File: config.mk
export PLATFORM = sky130hd
export DESIGN_NAME = head_tail_frame_checker_core
export DESIGN_NICKNAME = d
export VERILOG_FILES = /design/src/hdl/htfc_pkg.sv /design/src/hdl/head_tail_frame_checker_core.sv
export SDC_FILE = /design/constraint.sdc
export NUM_CORES = 1
export LEC_CHECK = 0
export BUFFER_PORTS_ARGS = -buffer_cell sky130_fd_sc_hd__buf_2
export CAP_MARGIN = 10
export CORE_ASPECT_RATIO = 1.4
export CORE_MARGIN = 2
export CORE_UTILIZATION = 40
export DETAILED_ROUTE_END_ITERATION = 10
export PLACE_DENSITY = 0.67
export SETUP_SLACK_MARGIN = 0.3
export SLEW_MARGIN = 40
export SYNTH_ARGS = -nofsm -noshare
export SYNTH_HDL_FRONTEND = slang
export SYNTH_SLANG_ARGS = --single-unit
File: constraint.sdc
create_clock -name clk -period 4.71 [get_ports clk]
set_clock_uncertainty 0.05 [all_clocks]
set_input_delay 0.7065 -clock clk [delete_from_list [all_inputs] [get_ports clk]]
set_output_delay 0.7065 -clock clk [all_outputs]
set_load 0.03 [all_outputs]
File: src/hdl/htfc_pkg.sv
// Shared types and constants for the head/tail frame checker.
// No dependencies; imported by head_tail_frame_checker_core.
`default_nettype none

package htfc_pkg;

  // Buffer limits and layout
  localparam int unsigned MAX_BUFFER_BYTES = 255;
  localparam int unsigned MIN_BUFFER_BYTES = 5;
  localparam int unsigned PAYLOAD_START    = 3;
  localparam int unsigned POS_W            = 9;
  localparam logic [POS_W-1:0] POS_MAX     = '1;

  // Result queue
  localparam int unsigned QUEUE_DEPTH = 4;
  localparam int unsigned QPTR_W      = $clog2(QUEUE_DEPTH);
  localparam int unsigned QCNT_W      = $clog2(QUEUE_DEPTH + 1);

  // Channel widths
  localparam int unsigned IN_DATA_W  = 8;
  localparam int unsigned OUT_DATA_W = 32;
  localparam int unsigned CFG_IDX_W  = 1;
  localparam int unsigned CFG_DATA_W = 8;

  // Register indexes
  localparam logic [CFG_IDX_W-1:0] REG_HEAD_BYTE = 1'd0;
  localparam logic [CFG_IDX_W-1:0] REG_TAIL_BYTE = 1'd1;

  localparam logic [7:0] HEAD_BYTE_RESET = 8'hA5;
  localparam logic [7:0] TAIL_BYTE_RESET = 8'h5A;

  // Result kinds
  localparam logic KIND_PAYLOAD = 1'b0;
  localparam logic KIND_VERDICT = 1'b1;

  // Verdict status codes
  typedef enum logic [2:0] {
    ST_GOOD       = 3'd0,
    ST_CHECK_BAD  = 3'd1,
    ST_FRAMING    = 3'd2,
    ST_TOO_SHORT  = 3'd3,
    ST_TOO_LONG   = 3'd4
  } status_t;

  // One result item
  typedef struct packed {
    logic       kind;
    logic [7:0] payload_byte;
    logic [7:0] frame_id;
    logic [7:0] declared_length;
    status_t    status;
    logic       length_mismatch;
    logic       last;
  } result_t;

endpackage

`default_nettype wire

File: src/hdl/head_tail_frame_checker_core.sv
// Head/tail frame checker top level: byte stream in, payload and verdicts out.
// Depends on htfc_pkg for constants, status codes and the result type.
// Results enter the result queue when their request is accepted; offered in order.
// Throughput: one input byte per cycle while the four-entry result queue holds
// at most two results; it takes up to two results per request and hands out one
// per cycle while out_tready is high. Reset (rst_n low, synchronous) clears the
// frame state and the queue and loads head_byte 0xA5 and tail_byte 0x5A.
`default_nettype none

module head_tail_frame_checker_core (
  input  wire logic                              clk,
  input  wire logic                              rst_n,
  // in_tdata: [7:0] in_byte; in_tlast: end_of_buffer
  input  wire logic                              in_tvalid,
  output logic                                   in_tready,
  input  wire logic [htfc_pkg::IN_DATA_W-1:0]    in_tdata,
  input  wire logic                              in_tlast,
  // out_tdata: [7:0] payload_byte, [15:8] frame_id, [23:16] declared_length,
  //            [26:24] status, [27] length_mismatch, [31:28] zero
  // out_tuser: kind; out_tlast: last
  output logic                                   out_tvalid,
  input  wire logic                              out_tready,
  output logic [htfc_pkg::OUT_DATA_W-1:0]        out_tdata,
  output logic                                   out_tuser,
  output logic                                   out_tlast,
  input  wire logic                              cfg_we,
  input  wire logic [htfc_pkg::CFG_IDX_W-1:0]    cfg_index,
  input  wire logic [htfc_pkg::CFG_DATA_W-1:0]   cfg_wdata
);
  import htfc_pkg::*;

  logic [7:0]       head_r, tail_r;
  logic [POS_W-1:0] pos_r, pos_nxt;
  logic             hm_r, hm_nxt;
  logic [7:0]       d0_r, d0_nxt, d1_r, d1_nxt;
  logic             par_r, par_nxt;
  logic [7:0]       id_r, id_nxt, len_r, len_nxt;

  result_t          q_r [QUEUE_DEPTH];
  logic [QPTR_W-1:0] wr_r, rd_r, wr_nxt, rd_nxt;
  logic [QCNT_W-1:0] cnt_r, cnt_nxt;

  logic       accept, pop;
  logic [7:0] in_b;
  logic       in_end;
  logic       hm_cur;
  logic [7:0] id_cur, len_cur;
  logic       emit_pay, par_cur;
  logic [POS_W:0] total, count;
  logic       too_short, too_long, framing_bad, check_bad;
  status_t    st;
  result_t    pay_res, ver_res;
  logic [QPTR_W-1:0] ver_slot;
  logic [1:0] n_push;

  assign in_b   = in_tdata[7:0];
  assign in_end = in_tlast;
  assign accept = in_tvalid && in_tready;
  assign pop    = out_tvalid && out_tready;

  // Leave room for two results per request
  assign in_tready  = (cnt_r <= QCNT_W'(QUEUE_DEPTH - 2));
  assign out_tvalid = (cnt_r != '0);

  // Drive the output from the queue head
  always_comb begin
    out_tdata = '0;
    out_tdata[7:0]   = q_r[rd_r].payload_byte;
    out_tdata[15:8]  = q_r[rd_r].frame_id;
    out_tdata[23:16] = q_r[rd_r].declared_length;
    out_tdata[26:24] = q_r[rd_r].status;
    out_tdata[27]    = q_r[rd_r].length_mismatch;
    out_tuser        = q_r[rd_r].kind;
    out_tlast        = q_r[rd_r].last;
  end

  // Header fields as seen after this byte
  always_comb begin
    hm_cur  = (pos_r == POS_W'(0)) ? (in_b == head_r) : hm_r;
    id_cur  = (pos_r == POS_W'(1)) ? in_b : id_r;
    len_cur = (pos_r == POS_W'(2)) ? in_b : len_r;
  end

  // Byte two back is payload once the current byte exists
  assign emit_pay = accept && (pos_r >= POS_W'(PAYLOAD_START + 2)) && hm_cur;
  assign par_cur  = (pos_r >= POS_W'(PAYLOAD_START + 2)) ? (par_r ^ d1_r[0]) : par_r;

  // Verdict
  always_comb begin
    total       = {1'b0, pos_r} + (POS_W+1)'(1);
    too_short   = (total < (POS_W+1)'(MIN_BUFFER_BYTES));
    too_long    = (total > (POS_W+1)'(MAX_BUFFER_BYTES));
    count       = too_short ? '0 : total - (POS_W+1)'(MIN_BUFFER_BYTES);
    framing_bad = !hm_cur || (in_b != tail_r);
    check_bad   = (d0_r != {7'd0, par_cur});
    if (too_short) begin
      st = ST_TOO_SHORT;
    end else if (too_long) begin
      st = ST_TOO_LONG;
    end else if (framing_bad) begin
      st = ST_FRAMING;
    end else if (check_bad) begin
      st = ST_CHECK_BAD;
    end else begin
      st = ST_GOOD;
    end
  end

  always_comb begin
    pay_res                 = '0;
    pay_res.kind            = KIND_PAYLOAD;
    pay_res.payload_byte    = d1_r;
    pay_res.last            = !in_end;
    ver_res                 = '0;
    ver_res.kind            = KIND_VERDICT;
    ver_res.frame_id        = id_cur;
    ver_res.declared_length = len_cur;
    ver_res.status          = st;
    ver_res.length_mismatch = (count != {2'b00, len_cur});
    ver_res.last            = 1'b1;
  end

  // Queue pointers and fill count
  always_comb begin
    n_push   = {1'b0, emit_pay} + {1'b0, accept && in_end};
    ver_slot = wr_r + QPTR_W'(emit_pay);
    wr_nxt   = wr_r + QPTR_W'(n_push);
    rd_nxt   = rd_r + QPTR_W'(pop);
    cnt_nxt  = cnt_r + QCNT_W'(n_push) - QCNT_W'(pop);
  end

  // Frame state update
  always_comb begin
    pos_nxt = pos_r;
    hm_nxt  = hm_r;
    d0_nxt  = d0_r;
    d1_nxt  = d1_r;
    par_nxt = par_r;
    id_nxt  = id_r;
    len_nxt = len_r;
    if (accept) begin
      if (in_end) begin
        pos_nxt = '0;
        hm_nxt  = 1'b0;
        d0_nxt  = '0;
        d1_nxt  = '0;
        par_nxt = 1'b0;
        id_nxt  = '0;
        len_nxt = '0;
      end else begin
        hm_nxt  = hm_cur;
        id_nxt  = id_cur;
        len_nxt = len_cur;
        par_nxt = par_cur;
        d1_nxt  = d0_r;
        d0_nxt  = in_b;
        if (pos_r != POS_MAX) begin
          pos_nxt = pos_r + POS_W'(1);
        end
      end
    end
  end

  // Registers
  always_ff @(posedge clk) begin
    if (!rst_n) begin
      head_r <= HEAD_BYTE_RESET;
      tail_r <= TAIL_BYTE_RESET;
      pos_r  <= '0;
      hm_r   <= 1'b0;
      d0_r   <= '0;
      d1_r   <= '0;
      par_r  <= 1'b0;
      id_r   <= '0;
      len_r  <= '0;
      wr_r   <= '0;
      rd_r   <= '0;
      cnt_r  <= '0;
    end else begin
      if (cfg_we) begin
        case (cfg_index)
          REG_HEAD_BYTE: head_r <= cfg_wdata[7:0];
          REG_TAIL_BYTE: tail_r <= cfg_wdata[7:0];
          default: ;
        endcase
      end
      pos_r <= pos_nxt;
      hm_r  <= hm_nxt;
      d0_r  <= d0_nxt;
      d1_r  <= d1_nxt;
      par_r <= par_nxt;
      id_r  <= id_nxt;
      len_r <= len_nxt;
      wr_r  <= wr_nxt;
      rd_r  <= rd_nxt;
      cnt_r <= cnt_nxt;
    end
  end

  // Write results into the queue slots
  always_ff @(posedge clk) begin
    if (emit_pay) begin
      q_r[wr_r] <= pay_res;
    end
    if (accept && in_end) begin
      q_r[ver_slot] <= ver_res;
    end
  end

  // Checks
  a_cnt_bound: assert property (@(posedge clk) disable iff (!rst_n)
    cnt_r <= QCNT_W'(QUEUE_DEPTH))
    else $error("result queue overfilled");

  a_end_clears: assert property (@(posedge clk) disable iff (!rst_n)
    accept && in_end |=> pos_r == '0 && !hm_r && !par_r)
    else $error("frame state not cleared after end byte");

  a_end_pushes: assert property (@(posedge clk) disable iff (!rst_n)
    accept && in_end && !pop |=> cnt_r > $past(cnt_r))
    else $error("end byte gave no verdict");

  a_pos_step: assert property (@(posedge clk) disable iff (!rst_n)
    accept && !in_end && pos_r == '0 |=> pos_r == POS_W'(1))
    else $error("byte position did not advance");

endmodule

`default_nettype wire

==> results of run 1 <==
[sequential cells by signal, summed over array words and instances, names as in the netlist]
signal / count
cnt_r: 3
d0_r: 8
d1_r: 8
head_r: 8
hm_r: 1
id_r: 8
len_r: 8
par_r: 1
pos_r: 9
q_r: 120
rd_r: 2
tail_r: 8
wr_r: 2
[cell type report]
type                    instances  share of cell area (%)
clock inverters                15                    1.94
well taps                     297                    3.73
repair buffers                 73                    4.17
multi-input cells             570                    39.8
inverters                      15                   0.566
clock buffers                  17                    4.27
flip-flops and latches        186                    45.5
[kinds of logic after synthesis]
| logic type | synth area share (%) |
|---|---|
| AND/OR/NAND/NOR | 18.4 |
| flip-flops | 51.5 |
| AO/OA/AOI/OAI | 7.00 |
| multiplexers | 13.4 |
| buffers and inverters | 3.53 |
| XOR/XNOR | 3.69 |
| adder cells (fa/ha/maj) | 2.37 |
| other | 0.0427 |
[worst max-delay path, cell delays in order, from the launching register on]
cell and delay [ns]:
dfxtp_1 0.37, or4_4 0.61, o41a_1 0.33, a41o_1 0.24
and3_1 0.25, ha_1 0.34, inv_1 0.05, ha_1 0.26
inv_1 0.06, ha_1 0.13, inv_1 0.04, fa_1 0.37
xor2_1 0.17, xnor2_1 0.12, and2_1 0.15
[routing by layer]
layer  vias up  share of wire, %  global-route usage [%]  wire (um)
met1      2949                42                    22.2       8420
met2       166                51                    32.1      10200
met4         0               2.8                    7.65        558
li1       2954                 -                       -          -
met3        44               4.7                    3.55        947
met5         -                 0                       0          0
[synth_stat cells, types with 4 or more instances]
cell type  count  area [um^2]
a21boi_0      24          180
nand4_1        4         25.0
mux4_2        30          676
nand3b_1      17          128
and2_1        29          181
dfxtp_1      106         2120
clkbuf_1      32          120
xnor2_1        9         78.8
o211ai_1       4         30.0
nor4_1         6         37.5
edfxtp_1      80         2400
nor2b_1       11         68.8
nor3_1         8         40.0
buf_2          5         25.0
buf_4          5         37.5
buf_6          5         56.3
a22oi_1        4         30.0
buf_1          4         15.0
a21oi_1       16         80.1
nand3_1       18         90.1
inv_1         15         56.3
ha_1          15          188
mux2i_1       46          460
xor2_1        28          245
o21ai_0       30          150
nand2_1      101          379
nor2_1       120          450
o21ai_1        4         20.0
nand2b_1       4         25.0
[power groups by stage]
stage | clock [mW] | combinational [mW] | sequential (mW)
finish | 1.47 | 0.817 | 1.85
global route | 1.56 | 0.889 | 1.87
CTS | 1.49 | 0.828 | 1.85
detailed placement | 0 | 0.826 | 1.89
global placement | 0 | 0.818 | 1.89
floorplan | 0 | 0.641 | 1.83
[through the flow]
stage,hold slack (ns),worst slack (ns),instances
4_1_cts,0.397,1.05,1172
5_1_grt,0.402,0.807,1173
6_report,0.395,1.05,1173
2_1_floorplan,0.368,1.05,822
3_3_place_gp,0.379,1.02,1140
3_5_place_dp,0.388,0.946,1140
[worst paths after layout]
| path | to | cells after the start | start |
|---|---|---|---|
| min reg2reg | q_r[1][29]$_SDFFE_PP1P_ | 2 | q_r[1][29]$_SDFFE_PP1P_ |
| max reg2reg | cnt_r[2]$_SDFF_PN0_ | 14 | pos_r[8]$_SDFFE_PN0P_ |
| max | cnt_r[2]$_SDFF_PN0_ | 14 | pos_r[8]$_SDFFE_PN0P_ |
| min | q_r[1][29]$_SDFFE_PP1P_ | 2 | q_r[1][29]$_SDFFE_PP1P_ |
==> flow_summary_export.csv, run 1 <==
group,metric,value,unit
cells_and_area,final_layout_size_suffix_gt1_share,17.0,%
grt,grt_pass1_vias,6224,
timing,hold_violations,0,
placement,dpl.hpwl,13.8,mm
clock_tree,root_buffer,"clkbuf_16",
critical_path,path_class,"reg2reg",
critical_path,r2r_slack,1.05,ns
floorplanning,dieArea,23200,um^2
cells_and_area,diodes,0,
floorplanning,die_w,129,um
min_path,worstHoldPathType,"reg2reg",
power,power,4.13,mW
drt,ant_nets,0,
power,internal_power,2.84,mW
critical_path,cp_max_fo,6,
grt,track_usage,18.5,%
yosys,synth_seq_cells,186,
clock_tree,cts_max_path_buffers,2,
power,powerDensity,415,nW/um^2
drt,first_iter_violations,422,
floorplanning,coreArea,21700,um^2
clock_tree,numCtsBuffers,17,
yosys,synth_edf_count,80,
placement,gp_congestion,0.874,
placement,dpl_cell_area,9320,um^2
timing,slew-limit-headroom,46.3,%
grt,grt_start_max_net_pins,67,
power,switching_share,31.4,%
cells_and_area,layout.nets,902,
placement,portBuffers,54,
timing,maxSlewViolCount,0,
cells_and_area,multi_input_area,3970,um^2
critical_path,critical_path_arrival,3.93,ns
timing,max_freq,273,MHz
timing,period_share,77.7,%
cells_and_area,final_common_cell,"nor2_1",
floorplanning,die_y,179,um
critical_path,start_kind,"flop",
clock_tree,clkLatencyLatePin,0.44,ns
timing,grt_setup_unrepaired,"no",
timing,setup_violations,0,
critical_path,crit_required,4.98,ns
floorplanning,start_util,40.5,%
yosys,synth_ff_type,"dfxtp_1",
power,p_switching,1.30,mW
clock_tree,clkTransAtPathRegs,0.07,ns
clock_tree,cts_resized,0,
cells_and_area,areaGrowthSynthToFinish,13.4,%
timing,worstMarginPinSlew,0.802,ns
yosys,synth-seq-area-share,51.5,%
grt,grt_pass1_wl,32.7,mm
grt,antenna_found_initial,0,
yosys,netlist_area,8780,um^2
drt,drc,0,
drt,vias_per_cell,5.21,
cells_and_area,utilization,45.9,%
yosys,synthArstFlopShare,0,%
cells_and_area,nFillCells,2027,
timing,setup_tns,0,ns
clock_tree,cts_tree,"yes",
clock_tree,htreeDepth,4,
drt,firstDrtPassIters,5,
floorplanning,io_pins,59,
cells_and_area,register_area,4530,um^2
drt,dr_total_vias,6113,
power,peakVddDrop,248,uV
clock_tree,cts_setup_buffers,0,
power,combPwrFrac,19.8,%
job,max_cap_viol_count,0,
yosys,postSynthCellCount,819,
cells_and_area,final_area,9950,um^2
yosys,yosysWarnings,0,
clock_tree,clock_sinks,186,
outcome,status,"finished, final reports clean",
drt,wire_per_inst,17.2,um
critical_path,cp-end-kind,"flop",
yosys,syn_avg_cell_area,10.7,um^2
yosys,ys_types,57,
timing,min_period,3.66,ns
power,clkPwrFrac,35.5,%
clock_tree,hold_buffers,0,
cells_and_area,final_cell_mix,"nor2_1, dfxtp_1, nand2_1",
drt,routed_wl,20.2,mm
power,pwr-share-seq,44.8,%
power,p_leak,3.77,nW
grt,grt_overflow,0,
floorplanning,rows,64,
(Power assumes the default switching activity.)
==> run 2: changes to the inputs <==
==> constraint.sdc (replaced) <==
create_clock -name clk -period 3.76 [get_ports clk]
set_clock_uncertainty 0.05 [all_clocks]
set_input_delay 0.564 -clock clk [delete_from_list [all_inputs] [get_ports clk]]
set_output_delay 0.564 -clock clk [all_outputs]
set_load 0.03 [all_outputs]
==> run 2 against run 1 <==
  * First-iteration DRC count up 12%
  * Critical endpoint unchanged
  * Largest cell class unchanged
  * Power rose by 25%
  * Hold slack worse by 0.092 ns
  * Cell count grew 1.4%
==> flow_summary_export.csv, run 2 (synthesized netlist as in run 1, its figures left out) <==
group,metric,value,unit
outcome,status,"finished, final reports clean",
placement,gp_congestion,0.878,
critical_path,crit_required,4.04,ns
cells_and_area,diodes,0,
timing,slew-limit-headroom,47.2,%
timing,hold_violations,0,
grt,grt_overflow,0,
clock_tree,cts_tree,"yes",
cells_and_area,final_layout_size_suffix_gt1_share,19.4,%
cells_and_area,layout.nets,920,
placement,dpl.hpwl,14.1,mm
clock_tree,htreeDepth,4,
min_path,worstHoldPathType,"in2reg",
grt,grt.busiest_layer,"met2",
floorplanning,dieArea,23200,um^2
clock_tree,clkTransAtPathRegs,0.08,ns
power,p_leak,3.85,nW
cells_and_area,areaGrowthSynthToFinish,15.2,%
placement,portBuffers,54,
cells_and_area,final_cell_mix,"nor2_1, dfxtp_1, nand2_1",
cells_and_area,top_register,"q_r",
critical_path,path_cells,"or4_4 > o41a_1 > a41o_1 > and3_4 > ha_4 > inv_1 > ha_1 > inv_1 > ha_1 > inv_1 > fa_1 > xor2_1 > xnor2_1 > and2_1",
critical_path,path_class,"reg2reg",
grt,met3_usage,3.46,%
grt,track_usage,18.8,%
clock_tree,cts_max_path_buffers,2,
floorplanning,die_y,179,um
timing,max_freq,291,MHz
cells_and_area,reg.largest.list,"q_r (120), pos_r (9)",
grt,grt_pass1_vias,6160,
clock_tree,numCtsBuffers,17,
drt,wire_per_inst,17.4,um
cells_and_area,instances_no_fill,1190,
grt,antenna_found_initial,0,
placement,pre_cts_ws,0.236,ns
grt,met2_usage,33.3,%
floorplanning,die_w,129,um
timing,grt_setup_unrepaired,"yes",
drt,vias_per_cell,5.22,
drt,firstDrtPassIters,5,
timing,hold-worst-slack,0.303,ns
power,peakVddDrop,397,uV
timing,worstMarginPinSlew,0.770,ns
grt,gr-usage-met1,22.7,%
critical_path,cp_max_fo,6,
clock_tree,hold_buffers,0,
critical_path,critPathTopFamily,"adder cells",
placement,placedCellCount,1158,
drt,ant_nets,0,
critical_path,cp-end-kind,"flop",
grt,grt_pass1_wl,33.1,mm
grt,grt_start_max_net_pins,67,
critical_path,crit_path_frequent_cell,"inv_1",
timing,maxSlewViolCount,0,
critical_path,critical_path_arrival,3.71,ns
power,powerDensity,512,nW/um^2
cells_and_area,nFillCells,2033,
floorplanning,io_pins,59,
power,power,5.17,mW
cells_and_area,utilization,46.6,%
placement,dpl_cell_area,9460,um^2
timing,period_share,91.3,%
cells_and_area,largest_reg_flops,120,
drt,drc,0,
cells_and_area,final_area,10100,um^2
drt,dr_total_vias,6216,
floorplanning,start_util,40.5,%
floorplanning,coreArea,21700,um^2
timing,min_period,3.43,ns
floorplanning,rows,64,
critical_path,slowest_delay,0.57,ns
critical_path,crit_buf_inv,3,
clock_tree,clkLatencyLatePin,0.43,ns
critical_path,start_kind,"flop",
timing,worst_slack,0.326,ns
drt,first_iter_violations,472,
timing,setup_tns,0,ns
critical_path,critPathSlowestCell,"or4_4",
drt,routed_wl,20.7,mm
timing,setup_violations,0,
clock_tree,root_buffer,"clkbuf_16",
job,max_cap_viol_count,0,
cells_and_area,final_common_cell,"nor2_1",
clock_tree,clock_sinks,186,
## run 2: cell type report
| cell class | count | area [um^2] | area share, % |
|---|---|---|---|
| clock buffers | 17 | 425 | 4.21 |
| clock inverters | 14 | 166 | 1.65 |
| well taps | 297 | 372 | 3.67 |
| inverters | 15 | 56.3 | 0.557 |
| repair buffers | 91 | 551 | 5.44 |
| flip-flops and latches | 186 | 4540 | 44.9 |
| multi-input cells | 570 | 4010 | 39.6 |
## run 2: path summary, 6_finish.rpt
check,from,endpoint,slack (ns),depth (start not counted)
worst max-delay path,pos_r[4]$_SDFFE_PN0P_,cnt_r[2]$_SDFF_PN0_,0.33,14
worst max register to register,pos_r[4]$_SDFFE_PN0P_,cnt_r[2]$_SDFF_PN0_,0.33,14
worst min-delay path,cfg_wdata[6],tail_r[6]$_SDFFE_PN1P_,0.30,3
worst min register to register,q_r[3][29]$_SDFFE_PP1P_,q_r[3][29]$_SDFFE_PP1P_,0.39,2
## run 2: what timing repair did
action	in CTS	in global routing
gates resized for setup	3	6
buffers inserted	1	0
pin swaps	1	2
endpoints found under the setup margin	1	25
## run 2: tightest hold or removal path, stage by stage
cell and delay, ns:
buf_2 0.09, nand2_1 0.04, nand3_1 0.06
## run 2: routing by layer
layer,wire (um),up-vias
li1,-,2986
met3,789,34
met2,10900,144
met4,462,0
met5,0,-
met1,8560,3052
## run 2: power breakdown
group,internal [mW],switching [mW]
clock,0.951,0.852
combinational,0.408,0.627
sequential,2.21,0.128
